==> config.mk <==
export PLATFORM = sky130hd
export DESIGN_NAME = afe_group
export DESIGN_NICKNAME = d
export VERILOG_FILES = /design/src/hw/rtl/afe_pkg.sv /design/src/hw/rtl/afe_group.sv
export SDC_FILE = /design/constraint.sdc
export NUM_CORES = 1
export LEC_CHECK = 0
export ABC_CLOCK_PERIOD_IN_PS = 800
export BUFFER_PORTS_ARGS = -buffer_cell sky130_fd_sc_hd__buf_4
export CORE_AREA = 5 5 118 120
export DETAILED_ROUTE_END_ITERATION = 10
export DIE_AREA = 0 0 123 125
export PLACE_DENSITY = 0.66
export REMOVE_ABC_BUFFERS = 1
export SLEW_MARGIN = 15
export SYNTH_ARGS = -nofsm -noshare
export SYNTH_HDL_FRONTEND = slang
export SYNTH_SLANG_ARGS = --single-unit
==> constraint.sdc <==
create_clock -name clk -period 0.8 [get_ports clk]
set_input_delay 0.08 -clock clk [delete_from_list [all_inputs] [get_ports clk]]
set_output_delay 0.08 -clock clk [all_outputs]
set_load 0.05 [all_outputs]
==> src/hw/rtl/afe_pkg.sv <==
package afe_pkg;

  localparam int MAX_ELEMENTS  = 64;
  localparam int ELEMENT_WIDTH = 32;
  localparam int GROUP_SIZE    = 8;
  localparam int NUM_GROUPS    = MAX_ELEMENTS / GROUP_SIZE;
  localparam int IDX_W         = $clog2(MAX_ELEMENTS);
  localparam int SUB_W         = $clog2(GROUP_SIZE);
  localparam int GRP_W         = $clog2(NUM_GROUPS);

  localparam int OP_W     = 4;
  localparam int POS_W    = 7;
  localparam int CNT_W    = 7;
  localparam int FOUND_W  = 6;
  localparam int STATUS_W = 3;
  localparam int DATA_W   = 32;

  typedef enum logic [OP_W-1:0] {
    OP_GET    = 4'd0,
    OP_SET    = 4'd1,
    OP_PUSH   = 4'd2,
    OP_POP    = 4'd3,
    OP_INSERT = 4'd4,
    OP_REMOVE = 4'd5,
    OP_FIND   = 4'd6,
    OP_FILL   = 4'd7,
    OP_CLEAR  = 4'd8
  } op_t;

  typedef enum logic [STATUS_W-1:0] {
    ST_OK       = 3'd0,
    ST_BOUNDS   = 3'd1,
    ST_FULL     = 3'd2,
    ST_EMPTY    = 3'd3,
    ST_NOTFOUND = 3'd4
  } status_t;

  typedef enum logic [2:0] {
    ACT_HOLD   = 3'd0,
    ACT_WRITE  = 3'd1,
    ACT_INSERT = 3'd2,
    ACT_REMOVE = 3'd3,
    ACT_FILL   = 3'd4
  } act_t;

  typedef struct packed {
    act_t                     act;
    logic [POS_W-1:0]         pos;
    logic [POS_W-1:0]         rd_pos;
    logic [CNT_W-1:0]         count;
    logic [ELEMENT_WIDTH-1:0] value;
  } cell_cmd_t;

  typedef struct packed {
    logic                     read_hit;
    logic [ELEMENT_WIDTH-1:0] read_data;
    logic                     find_hit;
    logic [SUB_W-1:0]         find_sub;
  } group_res_t;

  typedef struct packed {
    logic [OP_W-1:0]   op;
    logic [POS_W-1:0]  position;
    logic [DATA_W-1:0] element_in;
  } in_item_t;

  typedef struct packed {
    logic [STATUS_W-1:0] status;
    logic [DATA_W-1:0]   element_out;
    logic [FOUND_W-1:0]  found_position;
    logic [CNT_W-1:0]    count;
  } out_item_t;

endpackage

==> src/hw/rtl/afe_group.sv <==
module afe_group (
  input  logic                                                     clk,
  input  logic                                                     load,
  input  logic [afe_pkg::GROUP_SIZE-1:0]                           read_hit,
  input  logic [afe_pkg::GROUP_SIZE-1:0]                           find_hit,
  input  logic [afe_pkg::GROUP_SIZE-1:0][afe_pkg::ELEMENT_WIDTH-1:0] data,
  output afe_pkg::group_res_t                                      res
);
  import afe_pkg::*;

  group_res_t res_next;

  always_comb begin
    res_next           = '0;
    res_next.read_hit  = |read_hit;
    res_next.find_hit  = |find_hit;
    for (int i = 0; i < GROUP_SIZE; i++) begin
      if (read_hit[i]) res_next.read_data = res_next.read_data | data[i];
    end
    // Scan downward so the lowest matching slot wins.
    for (int i = GROUP_SIZE - 1; i >= 0; i--) begin
      if (find_hit[i]) res_next.find_sub = SUB_W'(i);
    end
  end

  always_ff @(posedge clk) begin
    if (load) res <= res_next;
  end

endmodule

======== Yosys cells after proc, flatten, opt, wreduce, memory -nomap -nowiden ========
Index checks and enable logic that the tools add are counted.
storage, ports and cells
  flip-flop bits (word level) ............. 37
  input port bits ......................... 274
  output and inout port bits .............. 37
cells by class
  muxes and demuxes ....................... 15
  bitwise logic cells ..................... 7
  reduce and logical (&&, ||, !) cells .... 4
operator list
  cell              count
  $mux W32          8
  $or A32 B32 Y32   7
  $reduce_or A8 Y1  2
  $mux W3           4
  $mux W2           2
  $reduce_or A4 Y1  1
  $reduce_or A2 Y1  1
  $mux W1           1

======== Logic depth before layout (Yosys ltp) ========
  depth in word-level cells ............... 15
  mapped depth ............................ 4

======== Worst setup path before layout ========
No wires, ideal clock.
  path kind ............................... in2reg
  start point ............................. input port read_hit[7] (netlist bit)
  end point ............................... register res[36] (netlist bit), data pin
  setup time .............................. 0.261 ns
  arrival ................................. 0.610 ns
  required time ........................... 0.539 ns
  slack ................................... -0.071 ns
  cell stages on the path ................. 4
  path buffers ............................ 2
  path through ............................ buf_2 > buf_4 > nor4_2 > nand2_1
RTL lines
  element                 line             source
  start: declaration      afe_group.sv:4   input logic [afe_pkg::GROUP_SIZE-1:0] read_hit,
  end signal: assignment  afe_group.sv:27  if (load) res <= res_next;
  end: declaration        afe_group.sv:7   output afe_pkg::group_res_t res

======== Worst setup path in the final report ========
  start point ............................. register res[9] (netlist bit)
  end point ............................... output port res[9] (netlist bit)
No word-level cell between the ends.

==> results.txt <==
Unique masters post-synth: 16
Final Hold Vio Count: 0
Post-DP HPWL: 10.4 mm
Die extent in x: 123 um
Placer Congestion: 0.767
P_sw: 0.00217 W
CP required: 0.72 ns
Final instance area: 0.00532 mm2
Congestion Overflow GR: 0
Run status: finished with violations
Sequential area share after synthesis: 42.2%
Core area: 0.0129 mm2
ANT cells: 0
Syn Std Cell Area: 0.00263 mm2
Syn Inst Count: 246
Vias/cell: 5.16
Met2 usage: 29.0%
Bufs and invs on worst path: 1
Num ports: 311
Worst setup path class: reg2out
Initial antenna violation count: 0
Hold crit path type: in2reg
Layout area overhead: 102%
Final max-slew violation count: 0
DR iter-0 viols: 219
Leakage power: 2.41 nW
Max Freq: 1040 MHz
CTS tree: built
Power share of the clock group: 33.3%
Largest net degree at the start of global routing: 34
Number of port buffers: 310
Site Rows: 42
Met3 Use GR: 4.83%
CTS Root Cell: clkbuf_16
CTS max path bufs: 2
Delay-heaviest family, CP: flip-flops
H-tree level count: 2
Largest regs: res: 37 flops
Seq pwr share: 31.1%
Failing checks: negative setup slack
Worst Tran Pin Value: 0.460 ns
Switching share of power: 28.3%
CP max stage delay: 0.43 ns
PwrDens: 1440 mW/mm2
CP Max Fanout: 1
TritonCTS Sinks: 37
DRC violations left: 0
Flops & latches, synth: 37
Max reg flops: 37
First-pass GRT wire length: 19.7 mm
DRT antenna net count: 0
Setup violations, final: 37
Die ar.: 0.0154 mm2
Slew margin rel.: 69.3%
Unrepaired setup endpoints after global routing: yes
WL/cell: 19.4 um
Yosys warning count: 0
GRT Resource Usage Total: 16.3%
CTS clock-pin slew for the worst setup and hold paths: 0.06 ns
Layout cells sized above 1: 60.7%
Critical-path cell list: buf_6
Crit start category: flop
Crit. End Element: output port
GR Util met1: 17.6%
Ratio of final minimum period to clock period: 121%
VDD IR max: 688 uV
DP Area: 0.00499 mm2
Largest Register: res
Pre-antenna DRT Iters: 5
TNS Setup: -4.11 ns
Critical Path AT: 0.88 ns
Synthesized area per cell: 10.7 um2
Total wire length after detailed routing: 13.8 mm
Vias in the first global route: 3860
GR peak layer: met2
Final Worst Setup Slack: -0.165 ns
Fillers: 1247
Clock buffer count from CTS: 5
Total number of vias: 3679
CP max-delay cell: edfxtp_1
Tmin final: 0.965 ns
Initial Util: 20.4%
P_int: 0.00550 W
Die Height: 125 um
Final nets: 810
Max-cap violations: 0
Combinational power share: 35.6%
==> power by group through the flow <==
stage	sequential (W)	clock (W)	combinational, W
floorplan	0.00293	0	0.000403
global placement	0.00239	0	0.00259
detailed placement	0.00240	0	0.00263
CTS	0.00238	0.00266	0.00272
global route	0.00239	0.00274	0.00288
finish	0.00238	0.00256	0.00273
==> final cells by class <==
| cell class | instances | area [um2] | share of cell area [%] |
|---|---|---|---|
| tap | 176 | 220 | 4.14 |
| inverter | 1 | 3.75 | 0.0706 |
| sequential | 37 | 1110 | 20.9 |
| timing repair buffer | 315 | 2530 | 47.5 |
| multi-input combinational | 176 | 1270 | 23.8 |
| clock inverter | 3 | 65.1 | 1.22 |
| clock buffer | 5 | 125 | 2.35 |
==> cells in the mapped netlist (all sizes together) <==
cell type,instances,area (um2)
o21ai,1,5.00
inv,1,3.75
a22oi,128,961
nor4,4,37.5
nor2,3,11.3
nand4,32,200
a211oi,1,7.51
edfxtp,37,1110
buf,32,255
o41ai,1,8.76
nand2,2,7.51
a21oi,2,10.0
nor2b,2,12.5
==> cells by family after synthesis <==
kind of cell / Yosys count / share of synthesized area, %
AOI/OAI and AO/OA: 133 / 37.7
buffers and inverters: 33 / 9.84
DFF: 37 / 42.2
and+or+nand+nor: 43 / 10.2
==> worst paths after layout <==
check                            start              endpoint  slack [ns]  cells past startpoint
worst max-delay path  res[9]$_DFFE_PP_                res[9]       -0.16                      1
worst min-delay path       find_hit[1]  res[1]$_SDFFCE_PP0P_        0.09                      2
==> stage by stage <==
stage	power, W	hold WS, ns	util, %	std cells	setup slack, ns
global placement	0.00498	0.370	38.7	705	-0.248
CTS	0.00777	0.0783	41.3	713	-0.182
global route	0.00801	0.0830	41.3	713	-0.183
floorplan	0.00333	0.192	-	214	0.0715
detailed placement	0.00502	0.377	38.7	705	-0.275
finish	0.00767	0.0940	41.3	713	-0.165
==> cells in the final DEF (no fill, tap or decap), types with 3 or more instances in the layout <==
cell type / Yosys / final
clkbuf_16: 0 / 5
a22oi_1: 128 / 127
nand4_1: 32 / 32
edfxtp_1: 37 / 37
buf_6: 12 / 37
buf_4: 8 / 276
nor2_1: 3 / 3
==> per-layer routing <==
layer | part of all wire, % | up-vias
met5 | 0 | -
met3 | 13 | 31
li1 | - | 1659
met2 | 50 | 279
met4 | 3.3 | 0
met1 | 34 | 1710
==> timing repair <==
action,4_1_cts,5_1_grt
pin swaps,0,0
buffers inserted,0,0
setup endpoints to repair,37,38
gates resized for setup,37,1
hold buffers,0,0
cloned,0,0
No activity file was read; power rests on OpenSTA's default activity.
