File: config.mk
export PLATFORM = sky130hd
export DESIGN_NAME = afe_cell
export DESIGN_NICKNAME = d
export VERILOG_FILES = /design/src/hw/rtl/afe_pkg.sv /design/src/hw/rtl/afe_cell.sv
export SDC_FILE = /design/constraint.sdc
export NUM_CORES = 1
export LEC_CHECK = 0
export BUFFER_PORTS_ARGS = -buffer_cell sky130_fd_sc_hd__buf_2
export CAP_MARGIN = 40
export CORE_AREA = 8 8 88 90
export CTS_CLUSTER_DIAMETER = 30
export DETAILED_ROUTE_END_ITERATION = 10
export DIE_AREA = 0 0 96 98
export GPL_ROUTABILITY_DRIVEN = 0
export PLACE_DENSITY_LB_ADDON = 0.05
export SYNTH_ARGS = -nofsm -noshare
export SYNTH_HDL_FRONTEND = slang
export SYNTH_SLANG_ARGS = --single-unit
export TNS_END_PERCENT = 50
File: constraint.sdc
create_clock -name clk -period 3.4 [get_ports clk]
set_clock_uncertainty 0.1 [all_clocks]
set_input_delay 0.51 -clock clk [delete_from_list [all_inputs] [get_ports clk]]
set_output_delay 0.51 -clock clk [all_outputs]
set_load 0.05 [all_outputs]
File: src/hw/rtl/afe_pkg.sv
package afe_pkg;

  localparam int MAX_ELEMENTS  = 64;
  localparam int ELEMENT_WIDTH = 32;
  localparam int GROUP_SIZE    = 8;
  localparam int NUM_GROUPS    = MAX_ELEMENTS / GROUP_SIZE;
  localparam int IDX_W         = $clog2(MAX_ELEMENTS);
  localparam int SUB_W         = $clog2(GROUP_SIZE);
  localparam int GRP_W         = $clog2(NUM_GROUPS);

  localparam int OP_W     = 4;
  localparam int POS_W    = 7;
  localparam int CNT_W    = 7;
  localparam int FOUND_W  = 6;
  localparam int STATUS_W = 3;
  localparam int DATA_W   = 32;

  typedef enum logic [OP_W-1:0] {
    OP_GET    = 4'd0,
    OP_SET    = 4'd1,
    OP_PUSH   = 4'd2,
    OP_POP    = 4'd3,
    OP_INSERT = 4'd4,
    OP_REMOVE = 4'd5,
    OP_FIND   = 4'd6,
    OP_FILL   = 4'd7,
    OP_CLEAR  = 4'd8
  } op_t;

  typedef enum logic [STATUS_W-1:0] {
    ST_OK       = 3'd0,
    ST_BOUNDS   = 3'd1,
    ST_FULL     = 3'd2,
    ST_EMPTY    = 3'd3,
    ST_NOTFOUND = 3'd4
  } status_t;

  typedef enum logic [2:0] {
    ACT_HOLD   = 3'd0,
    ACT_WRITE  = 3'd1,
    ACT_INSERT = 3'd2,
    ACT_REMOVE = 3'd3,
    ACT_FILL   = 3'd4
  } act_t;

  typedef struct packed {
    act_t                     act;
    logic [POS_W-1:0]         pos;
    logic [POS_W-1:0]         rd_pos;
    logic [CNT_W-1:0]         count;
    logic [ELEMENT_WIDTH-1:0] value;
  } cell_cmd_t;

  typedef struct packed {
    logic                     read_hit;
    logic [ELEMENT_WIDTH-1:0] read_data;
    logic                     find_hit;
    logic [SUB_W-1:0]         find_sub;
  } group_res_t;

  typedef struct packed {
    logic [OP_W-1:0]   op;
    logic [POS_W-1:0]  position;
    logic [DATA_W-1:0] element_in;
  } in_item_t;

  typedef struct packed {
    logic [STATUS_W-1:0] status;
    logic [DATA_W-1:0]   element_out;
    logic [FOUND_W-1:0]  found_position;
    logic [CNT_W-1:0]    count;
  } out_item_t;

endpackage

File: src/hw/rtl/afe_cell.sv
module afe_cell (
  input  logic                              clk,
  input  logic [afe_pkg::IDX_W-1:0]         index,
  input  afe_pkg::cell_cmd_t                cmd,
  input  logic [afe_pkg::ELEMENT_WIDTH-1:0] left,
  input  logic [afe_pkg::ELEMENT_WIDTH-1:0] right,
  output logic [afe_pkg::ELEMENT_WIDTH-1:0] value,
  output logic                              read_hit,
  output logic                              find_hit
);
  import afe_pkg::*;

  logic [POS_W-1:0]         idx;
  logic [ELEMENT_WIDTH-1:0] value_next;

  assign idx = POS_W'(index);

  always_comb begin
    value_next = value;
    case (cmd.act)
      ACT_WRITE: begin
        if (idx == cmd.pos) value_next = cmd.value;
      end
      ACT_INSERT: begin
        // Slots past the insert point up to the old count take their left neighbor.
        if (idx == cmd.pos) value_next = cmd.value;
        else if (idx > cmd.pos && idx <= cmd.count) value_next = left;
      end
      ACT_REMOVE: begin
        if (idx >= cmd.pos && (idx + POS_W'(1)) < cmd.count) value_next = right;
      end
      ACT_FILL: value_next = cmd.value;
      default: value_next = value;
    endcase
  end

  always_ff @(posedge clk) begin
    value <= value_next;
  end

  assign read_hit = (idx == cmd.rd_pos);
  assign find_hit = (idx < cmd.count) && (value == cmd.value);

endmodule

### Word level (Yosys, flattened, before mapping)

Cells that the tools add are included.

| word-level totals | value |
|---|---|
| output and inout port bits | 34 |
| word-level logic and storage cells | 27 |
| input bits | 127 |
| register bits | 32 |

| operators by class | value |
|---|---|
| magnitude comparators | 5 |
| eq/ne operators | 10 |
| $add $sub $neg | 1 |
| multiplexer cells | 5 |
| reductions and logical operators | 5 |

Operators with widths:

| kind | count |
|---|---|
| 32-bit 2-to-1 mux | 4 |
| 32-bit one-hot mux with 4 select lines | 1 |
| 32-bit == test | 1 |
| 6-bit by 7-bit == test with 1-bit output | 2 |
| 6-bit by 1-bit adder with 7-bit output, second input constant | 1 |
| 6-bit by 7-bit greater-or-equal comparator with 1-bit output | 1 |
| 6-bit by 7-bit > comparator with 1-bit output | 1 |
| 6-bit by 7-bit <= comparator with 1-bit output | 1 |
| 6-bit by 7-bit less-than comparator with 1-bit output | 1 |
| 7-bit less-than comparator | 1 |
| 3-bit by 2-bit == test with 1-bit output, second input constant | 2 |
| 2-bit != test, second input constant | 2 |
| 4-bit AND reduction | 1 |
| 4-bit nonzero test | 1 |
| 3-bit by 1-bit == test with 1-bit output, second input constant | 1 |
| 3-bit == test, second input constant | 1 |
| 1-bit logical AND | 3 |
| 3-bit != test, second input constant | 1 |

### Longest topological paths before layout

Gate-level depths: netlist of run 1.

| depth | value |
|---|---|
| depth after elaboration | 5 |
| gate-level depth with buffers | 8 |
| gate-level depth less buffers | 8 |

### Worst setup path after synthesis of run 1

Ideal clock, no wire load.

| timing | value |
|---|---|
| path kind | reg2out |
| from | register value[27] (netlist bit) |
| to | output find_hit |
| slack | 69 ps |
| required time | 2,790 ps |
| path buffers | 0 |
| arrival time | 2,721 ps |
| stages on the path, launching flop included | 5 |
| path through | edfxtp_1 > xor2_1 > nor4_1 > nand4_1 > nor4_1 |

| on the way | value |
|---|---|
| cells in the longest elaborated chain, start to end | 2 |

RTL lines:

| element | RTL line | text |
|---|---|---|
| from (decl) | afe_cell.sv:7 | `output logic [afe_pkg::ELEMENT_WIDTH-1:0] value,` |
| from (signal assigned) | afe_cell.sv:38 | `value <= value_next;` |
| 32-bit == test | afe_cell.sv:42 | `assign find_hit = (idx < cmd.count) && (value == cmd.value);` |
| 1-bit logical AND | afe_cell.sv:42 |  |
| to (decl) | afe_cell.sv:9 | `output logic find_hit` |

No other way between the ends.

### Worst setup path in the final report of run 1

| timing | value |
|---|---|
| from | register value[12] (netlist bit) |
| to | output find_hit |

Same word-level chain as after synthesis.

==> summary.md, run 1 <==
| Metric | Value |
|---|---|
| Seq/Total Area, Yosys | 35.6% |
| CP Capture Type | output port |
| Top cells by area, synth | edfxtp_1 (36%), xor2_1 (13%), o22ai_1 (13%), ha_1 (9.3%), a21oi_1 (7.6%) |
| Yosys cell types | 35 |
| Syn Area/Cell | 9.89 um2 |
| Worst-Margin Slew | 0.551 ns |
| Horiz. Die Dim | 96 um |
| Critical path type | reg2out |
| Sw power | 0.445 mW |
| Routed WL | 9.20 mm |
| # IOs | 161 |
| Worst slew margin | 63.1% |
| Cts hold-fix bufs | 0 |
| Area after DPL | 3570 um2 |
| Synthesis-to-layout area growth | 35.3% |
| Mapped Area | 2700 um2 |
| Setup TNS | 0 ns |
| Crit-path slowest cell | nor4_1 |
| Via count | 2768 |
| Final setup viols | 0 |
| Main synth FF type | edfxtp_1 |
| Per-cell routed wire length | 17.9 um |
| PwrDens | 338 nW/um2 |
| RSZ-0062 raised after global routing | no |
| Finished Core Util | 56.3% |
| Leakage Power | 1.68 nW |
| Vias in the first global route | 3012 |
| Reg with most FFs | value |
| Synth area leader | edfxtp_1 |
| Die Y-Extent | 98 um |
| Worst-path clk slew | 0.06 ns |
| Synthesis Warnings | 0 |
| Crit path time final | 2.66 ns |
| #FFs+latches synth | 32 |
| Critical Path Max Stage Delay | 0.47 ns |
| Largest net degree at the start of global routing | 33 |
| Maximum vdd drop | 0.196 mV |
| Post-synth EDFFs | 32 |
| DR vias/cell | 5.40 |
| Combinational power share | 37.2% |
| Int Power | 0.788 mW |
| Dpl ws | 0.710 ns |
| Final ANT Viol Nets | 0 |
| Antenna diode count | 0 |
| Detailed placer's ending HPWL | 7.42 mm |
| Top cell type's share of synthesized area | 35.6% |
| Critical Path AT | 2.05 ns |
| Cell breakdown of the critical path | xor2_1, nor4_1, nand4_1, nor4_1, buf_2 |
| CTS buffer count | 5 |
| CP startpoint kind | flop |
| First-pass GRT wire length | 14.4 mm |
| Reg power frac | 40.5% |
| Total GRT Usage | 18.9% |
| Post-CTS Setup Repair Bufs | 0 |
| Setup WS post-layout | 0.741 ns |
| Status | complete, no violations |
| Clock Sinks | 32 |
| Starting Density | 41.6% |
| Drt initial violations | 75 |
| Critical path data required time | 2.79 ns |
| Root Buffer | clkbuf_8 |
| # rows | 30 |
| Slew Limit Fails | 0 |
| Core Area | 6490 um2 |
| CP max FO | 2 |
| Max Fclk | 376 MHz |
| Switching Share | 36.1% |
| Type of the tightest min-delay check | in2reg |
| Layout cells sized above 1 | 43.4% |
| Final hold vios | 0 |
| H-tree depth | 2 |
| Largest register FFs | 32 |
| Clk network pwr share | 22.3% |
| Post-Synthesis Cells | 273 |
| Post-CTS sizing | 0 |
| TritonRoute pass-1 iters | 4 |
| Final net count | 579 |
| Grt ovf | 0 |
| Async set-or-reset flop fraction in the synthesized netlist | 0% |
| CTS tree | yes |
| Clk buf depth | 2 |
| Antenna violations before repair | 0 |
| Max Cap Viol | 0 |
| Syn nets | 420 |
| Fin crit share | 78.2% |
| Top flop regs | value: 32 flops |
| Final instance area | 3650 um2 |
| Post-route DRC | 0 |
| I/O Buffers | 160 |
| Die Area | 9410 um2 |
| Critical Path Most Common Cell | nor4_1 |
through the flow:
| stage | power (mW) | hold WS (ns) | std cells |
|---|---|---|---|
| 2_1_floorplan | 0.787 | 0.662 | 273 |
| 5_1_grt | 1.30 | 0.479 | 513 |
| 6_report | 1.23 | 0.483 | 513 |
| 4_1_cts | 1.24 | 0.470 | 513 |
| 3_5_place_dp | 0.968 | 0.758 | 505 |
| 3_3_place_gp | 0.965 | 0.762 | 505 |
power groups by stage:
stage	sequential, mW	combinational (mW)	clock (mW)
2_1_floorplan	0.620	0.167	0
3_3_place_gp	0.507	0.458	0
3_5_place_dp	0.507	0.461	0
4_1_cts	0.500	0.462	0.281
5_1_grt	0.504	0.499	0.296
6_report	0.500	0.459	0.274
cells in the final DEF (no fill, tap or decap), types with 2 or more instances in the layout:
cell,instances
buf_4,9
edfxtp_1,32
xnor2_1,3
and3_1,2
nand4_1,3
buf_2,160
o22ai_2,10
clkinv_1,2
nand2_1,2
o22ai_1,54
o21ai_0,2
ha_1,20
nor4_1,11
xor2_1,39
nand3b_1,2
nand3_1,6
inv_1,12
clkbuf_8,5
a21oi_1,41
clkbuf_1,2
critical path: cells and delay by family, from the launching register on:
| family | cells | cell delay, ns |
|---|---|---|
| DFF | 1 | 0.41 |
| and+or+nand+nor | 3 | 0.87 |
| buffers and inverters | 1 | 0.33 |
| xor gates and xnor gates | 1 | 0.16 |
cell type report:
type                       count  area, um2
fill                         626       2840
multi-input combinational    211       1600
sequential                    32        961
timing repair buffer         169        868
tap                           80        100
clock buffer                   7       76.3
inverter                      13       48.8
clock inverter                 1       3.75
kinds of logic after synthesis:
group | count (synthesis) | synth area share [%]
and+or+nand+nor | 34 | 8.20
xor gates and xnor gates | 42 | 13.6
AOI/OAI and AO/OA | 115 | 27.6
DFF | 32 | 35.6
adders and majority gates | 20 | 9.27
buffers and inverters | 30 | 5.70
worst paths after layout:
| path | startpoint | endpoint | slack, ns | cells past startpoint |
|---|---|---|---|---|
| min | right[16] | value[16] | 0.48 | 3 |
| max | value[12] | find_hit | 0.74 | 5 |
synthesized netlist by cell type, drive strengths merged (3+ instances only):
library cell / count
o21ai: 3
xnor2: 3
xor2: 39
inv: 12
buf: 11
a21oi: 41
clkbuf: 6
nor4: 11
nand3: 6
nand4: 3
ha: 20
edfxtp: 32
o22ai: 64
routing by layer:
metal  global-route usage, %  part of all wire [%]
met3                    4.76                   8.1
met4                    3.43                   1.0
met1                    25.0                    44
met2                    30.0                    47
met5                       0                     0
Power figures use the tool's default switching activity.
==> run 2, diff against run 1 <==
--- a/config.mk
+++ b/config.mk
@@ -7,10 +7,10 @@
 export LEC_CHECK = 0
 export BUFFER_PORTS_ARGS = -buffer_cell sky130_fd_sc_hd__buf_2
 export CAP_MARGIN = 40
-export CORE_AREA = 8 8 88 90
+export CORE_AREA = 8 8 92 94
 export CTS_CLUSTER_DIAMETER = 30
 export DETAILED_ROUTE_END_ITERATION = 10
-export DIE_AREA = 0 0 96 98
+export DIE_AREA = 0 0 100 102
 export GPL_ROUTABILITY_DRIVEN = 0
 export PLACE_DENSITY_LB_ADDON = 0.05
 export SYNTH_ARGS = -nofsm -noshare
==> constraint.sdc (replaced) <==
create_clock -name clk -period 2.15 [get_ports clk]
set_clock_uncertainty 0.1 [all_clocks]
set_input_delay 0.3225 -clock clk [delete_from_list [all_inputs] [get_ports clk]]
set_output_delay 0.3225 -clock clk [all_outputs]
set_load 0.05 [all_outputs]
==> run 2 against run 1 <==
The run now ends with setup timing left. Flip-flop and latch count stayed put. Final area rose by 9.8%. Clock power increased by 100%. Routed wire length rose by 9.1%. Non-clock buffer count is 18 higher. Total power grew 74%. Setup slack worse by 0.93 ns. Sequential power grew 58%. Sequential share of layout area is 2.3 points lower. Highest routed layer unchanged.
==> summary.md, run 2 (synthesis results as in run 1) <==
| Metric | Value |
|---|---|
| Antenna diode count | 0 |
| Vias in the first global route | 2991 |
| First-pass GRT wire length | 15.1 mm |
| Final net count | 597 |
| Final hold vios | 0 |
| Critical path type | reg2out |
| Setup WS post-layout | -0.185 ns |
| Worst-path clk slew | 0.07 ns |
| Maximum vdd drop | 0.274 mV |
| Drt initial violations | 85 |
| Reg with most FFs | value |
| CP Capture Type | output port |
| Horiz. Die Dim | 100 um |
| Detailed placer's ending HPWL | 8.00 mm |
| RSZ-0062 raised after global routing | yes |
| Largest register FFs | 32 |
| Slew Limit Fails | 0 |
| Type of the tightest min-delay check | in2reg |
| Antenna violations before repair | 0 |
| Post-route DRC | 0 |
| Max Fclk | 428 MHz |
| Setup crit end | find_hit |
| Per-cell routed wire length | 18.2 um |
| CTS buffer count | 5 |
| Crit path time final | 2.34 ns |
| Final instance count without filler cells | 550 |
| Most frequent cells in the layout | buf_2 (158), o22ai_1 (54), a21oi_1 (40) |
| Leakage Power | 1.81 nW |
| # rows | 31 |
| Worst-Margin Slew | 0.459 ns |
| Worst slew margin | 69.4% |
| Routed WL | 10.0 mm |
| DR vias/cell | 5.28 |
| Synthesis-to-layout area growth | 48.6% |
| Final setup viols | 1 |
| Layout fillers | 704 |
| Clock Sinks | 32 |
| Starting Density | 38.2% |
| Critical Path AT | 1.91 ns |
| Crit-path slowest cell | edfxtp_1 |
| H-tree depth | 2 |
| Largest net degree at the start of global routing | 33 |
| Layout cells sized above 1 | 48.6% |
| Dpl ws | -0.249 ns |
| Core Area | 7060 um2 |
| I/O Buffers | 160 |
| WHS | 0.291 ns |
| Die Y-Extent | 102 um |
| Most common cell after layout, fill and taps aside | buf_2 |
| CP startpoint kind | flop |
| Top flop regs | value: 32 flops |
| Critical Path Max Stage Delay | 0.41 ns |
| CP max FO | 2 |
| Total GRT Usage | 18.7% |
| Fin crit share | 109% |
| Die Area | 10200 um2 |
| Critical path data required time | 1.73 ns |
| Root Buffer | clkbuf_8 |
| Placed Instances | 539 |
| # IOs | 161 |
| Via count | 2903 |
| CTS tree | yes |
| Status | finished, violations left |
| Violated checks | setup timing |
| Setup TNS | -0.185 ns |
| Clk buf depth | 2 |
| Final ANT Viol Nets | 0 |
| Grt ovf | 0 |
| PwrDens | 535 nW/um2 |
| Max Cap Viol | 0 |
| Critical path startpoint | value[28] |
| Cell breakdown of the critical path | xor2_1, nor4_2, nand4_1, nor4_4, buf_6 |
| TritonRoute pass-1 iters | 5 |
==> run 2: cell types whose count changed in the layout (fill, tap and decap cells not counted), moves of 2 or more <==
cell and change:
o21ai_1 +2, buf_12 +3, buf_2 -2, clkbuf_1 -2
nor4_4 +2, buf_4 +14, nor4_1 -5, o21ai_0 -2
buf_6 +2, nor4_2 +3
==> run 2: critical path: cells and delay by family, from the launching register on <==
kind | cells | cell delay, ns
simple gates | 3 | 0.85
xor+xnor | 1 | 0.18
flops | 1 | 0.41
buf+inv | 1 | 0.20
==> run 2: worst min path at each step <==
stage	to	depth (start not counted)	from
finish	value[11]	3	right[11]
global placement	value[9]	3	right[9]
global route	value[25]	3	right[25]
detailed placement	value[8]	3	right[8]
CTS	value[8]	3	right[8]
floorplan	value[19]	2	right[19]
==> run 2: per-layer routing <==
layer	vias up	global-route usage [%]	wire [um]
met5	-	0	0
met4	0	3.72	52
met3	4	5.86	974
met2	130	31.9	4820
met1	1335	22.6	4190
li1	1434	-	-
==> run 2: final cells by class <==
cell class	count	area, um2	share of cell area (%)
flip-flops and latches	32	961	24.0
multi-input cells	211	1700	42.4
well taps	99	124	3.09
inverters	13	48.8	1.22
clock inverters	3	37.5	0.936
clock buffers	5	68.8	1.72
repair buffers	187	1070	26.7
==> run 2: what timing repair did <==
item                                    CTS  global route
resized for setup                         7             4
hold buffers                              0             0
cloned                                    0             1
endpoints found under the setup margin    2            34
pin swaps                                 6             5
setup buffers                             2             0
==> run 2: stage by stage <==
step                total power [mW]  utilization [%]  cell area [um2]
finish                          2.14             56.8             4010
global route                    2.24             56.8             4010
CTS                             2.15             56.2             3970
detailed placement              1.59             54.0             3810
global placement                1.57             54.0             3810
floorplan                       1.25                -             2760
==> run 2: report_power, final <==
group	total (mW)	internal [mW]	switching (mW)	leakage (nW)
registers	0.791	0.756	0.0348	0.302
logic	0.806	0.311	0.495	1.46
clock network	0.547	0.337	0.210	0.0532
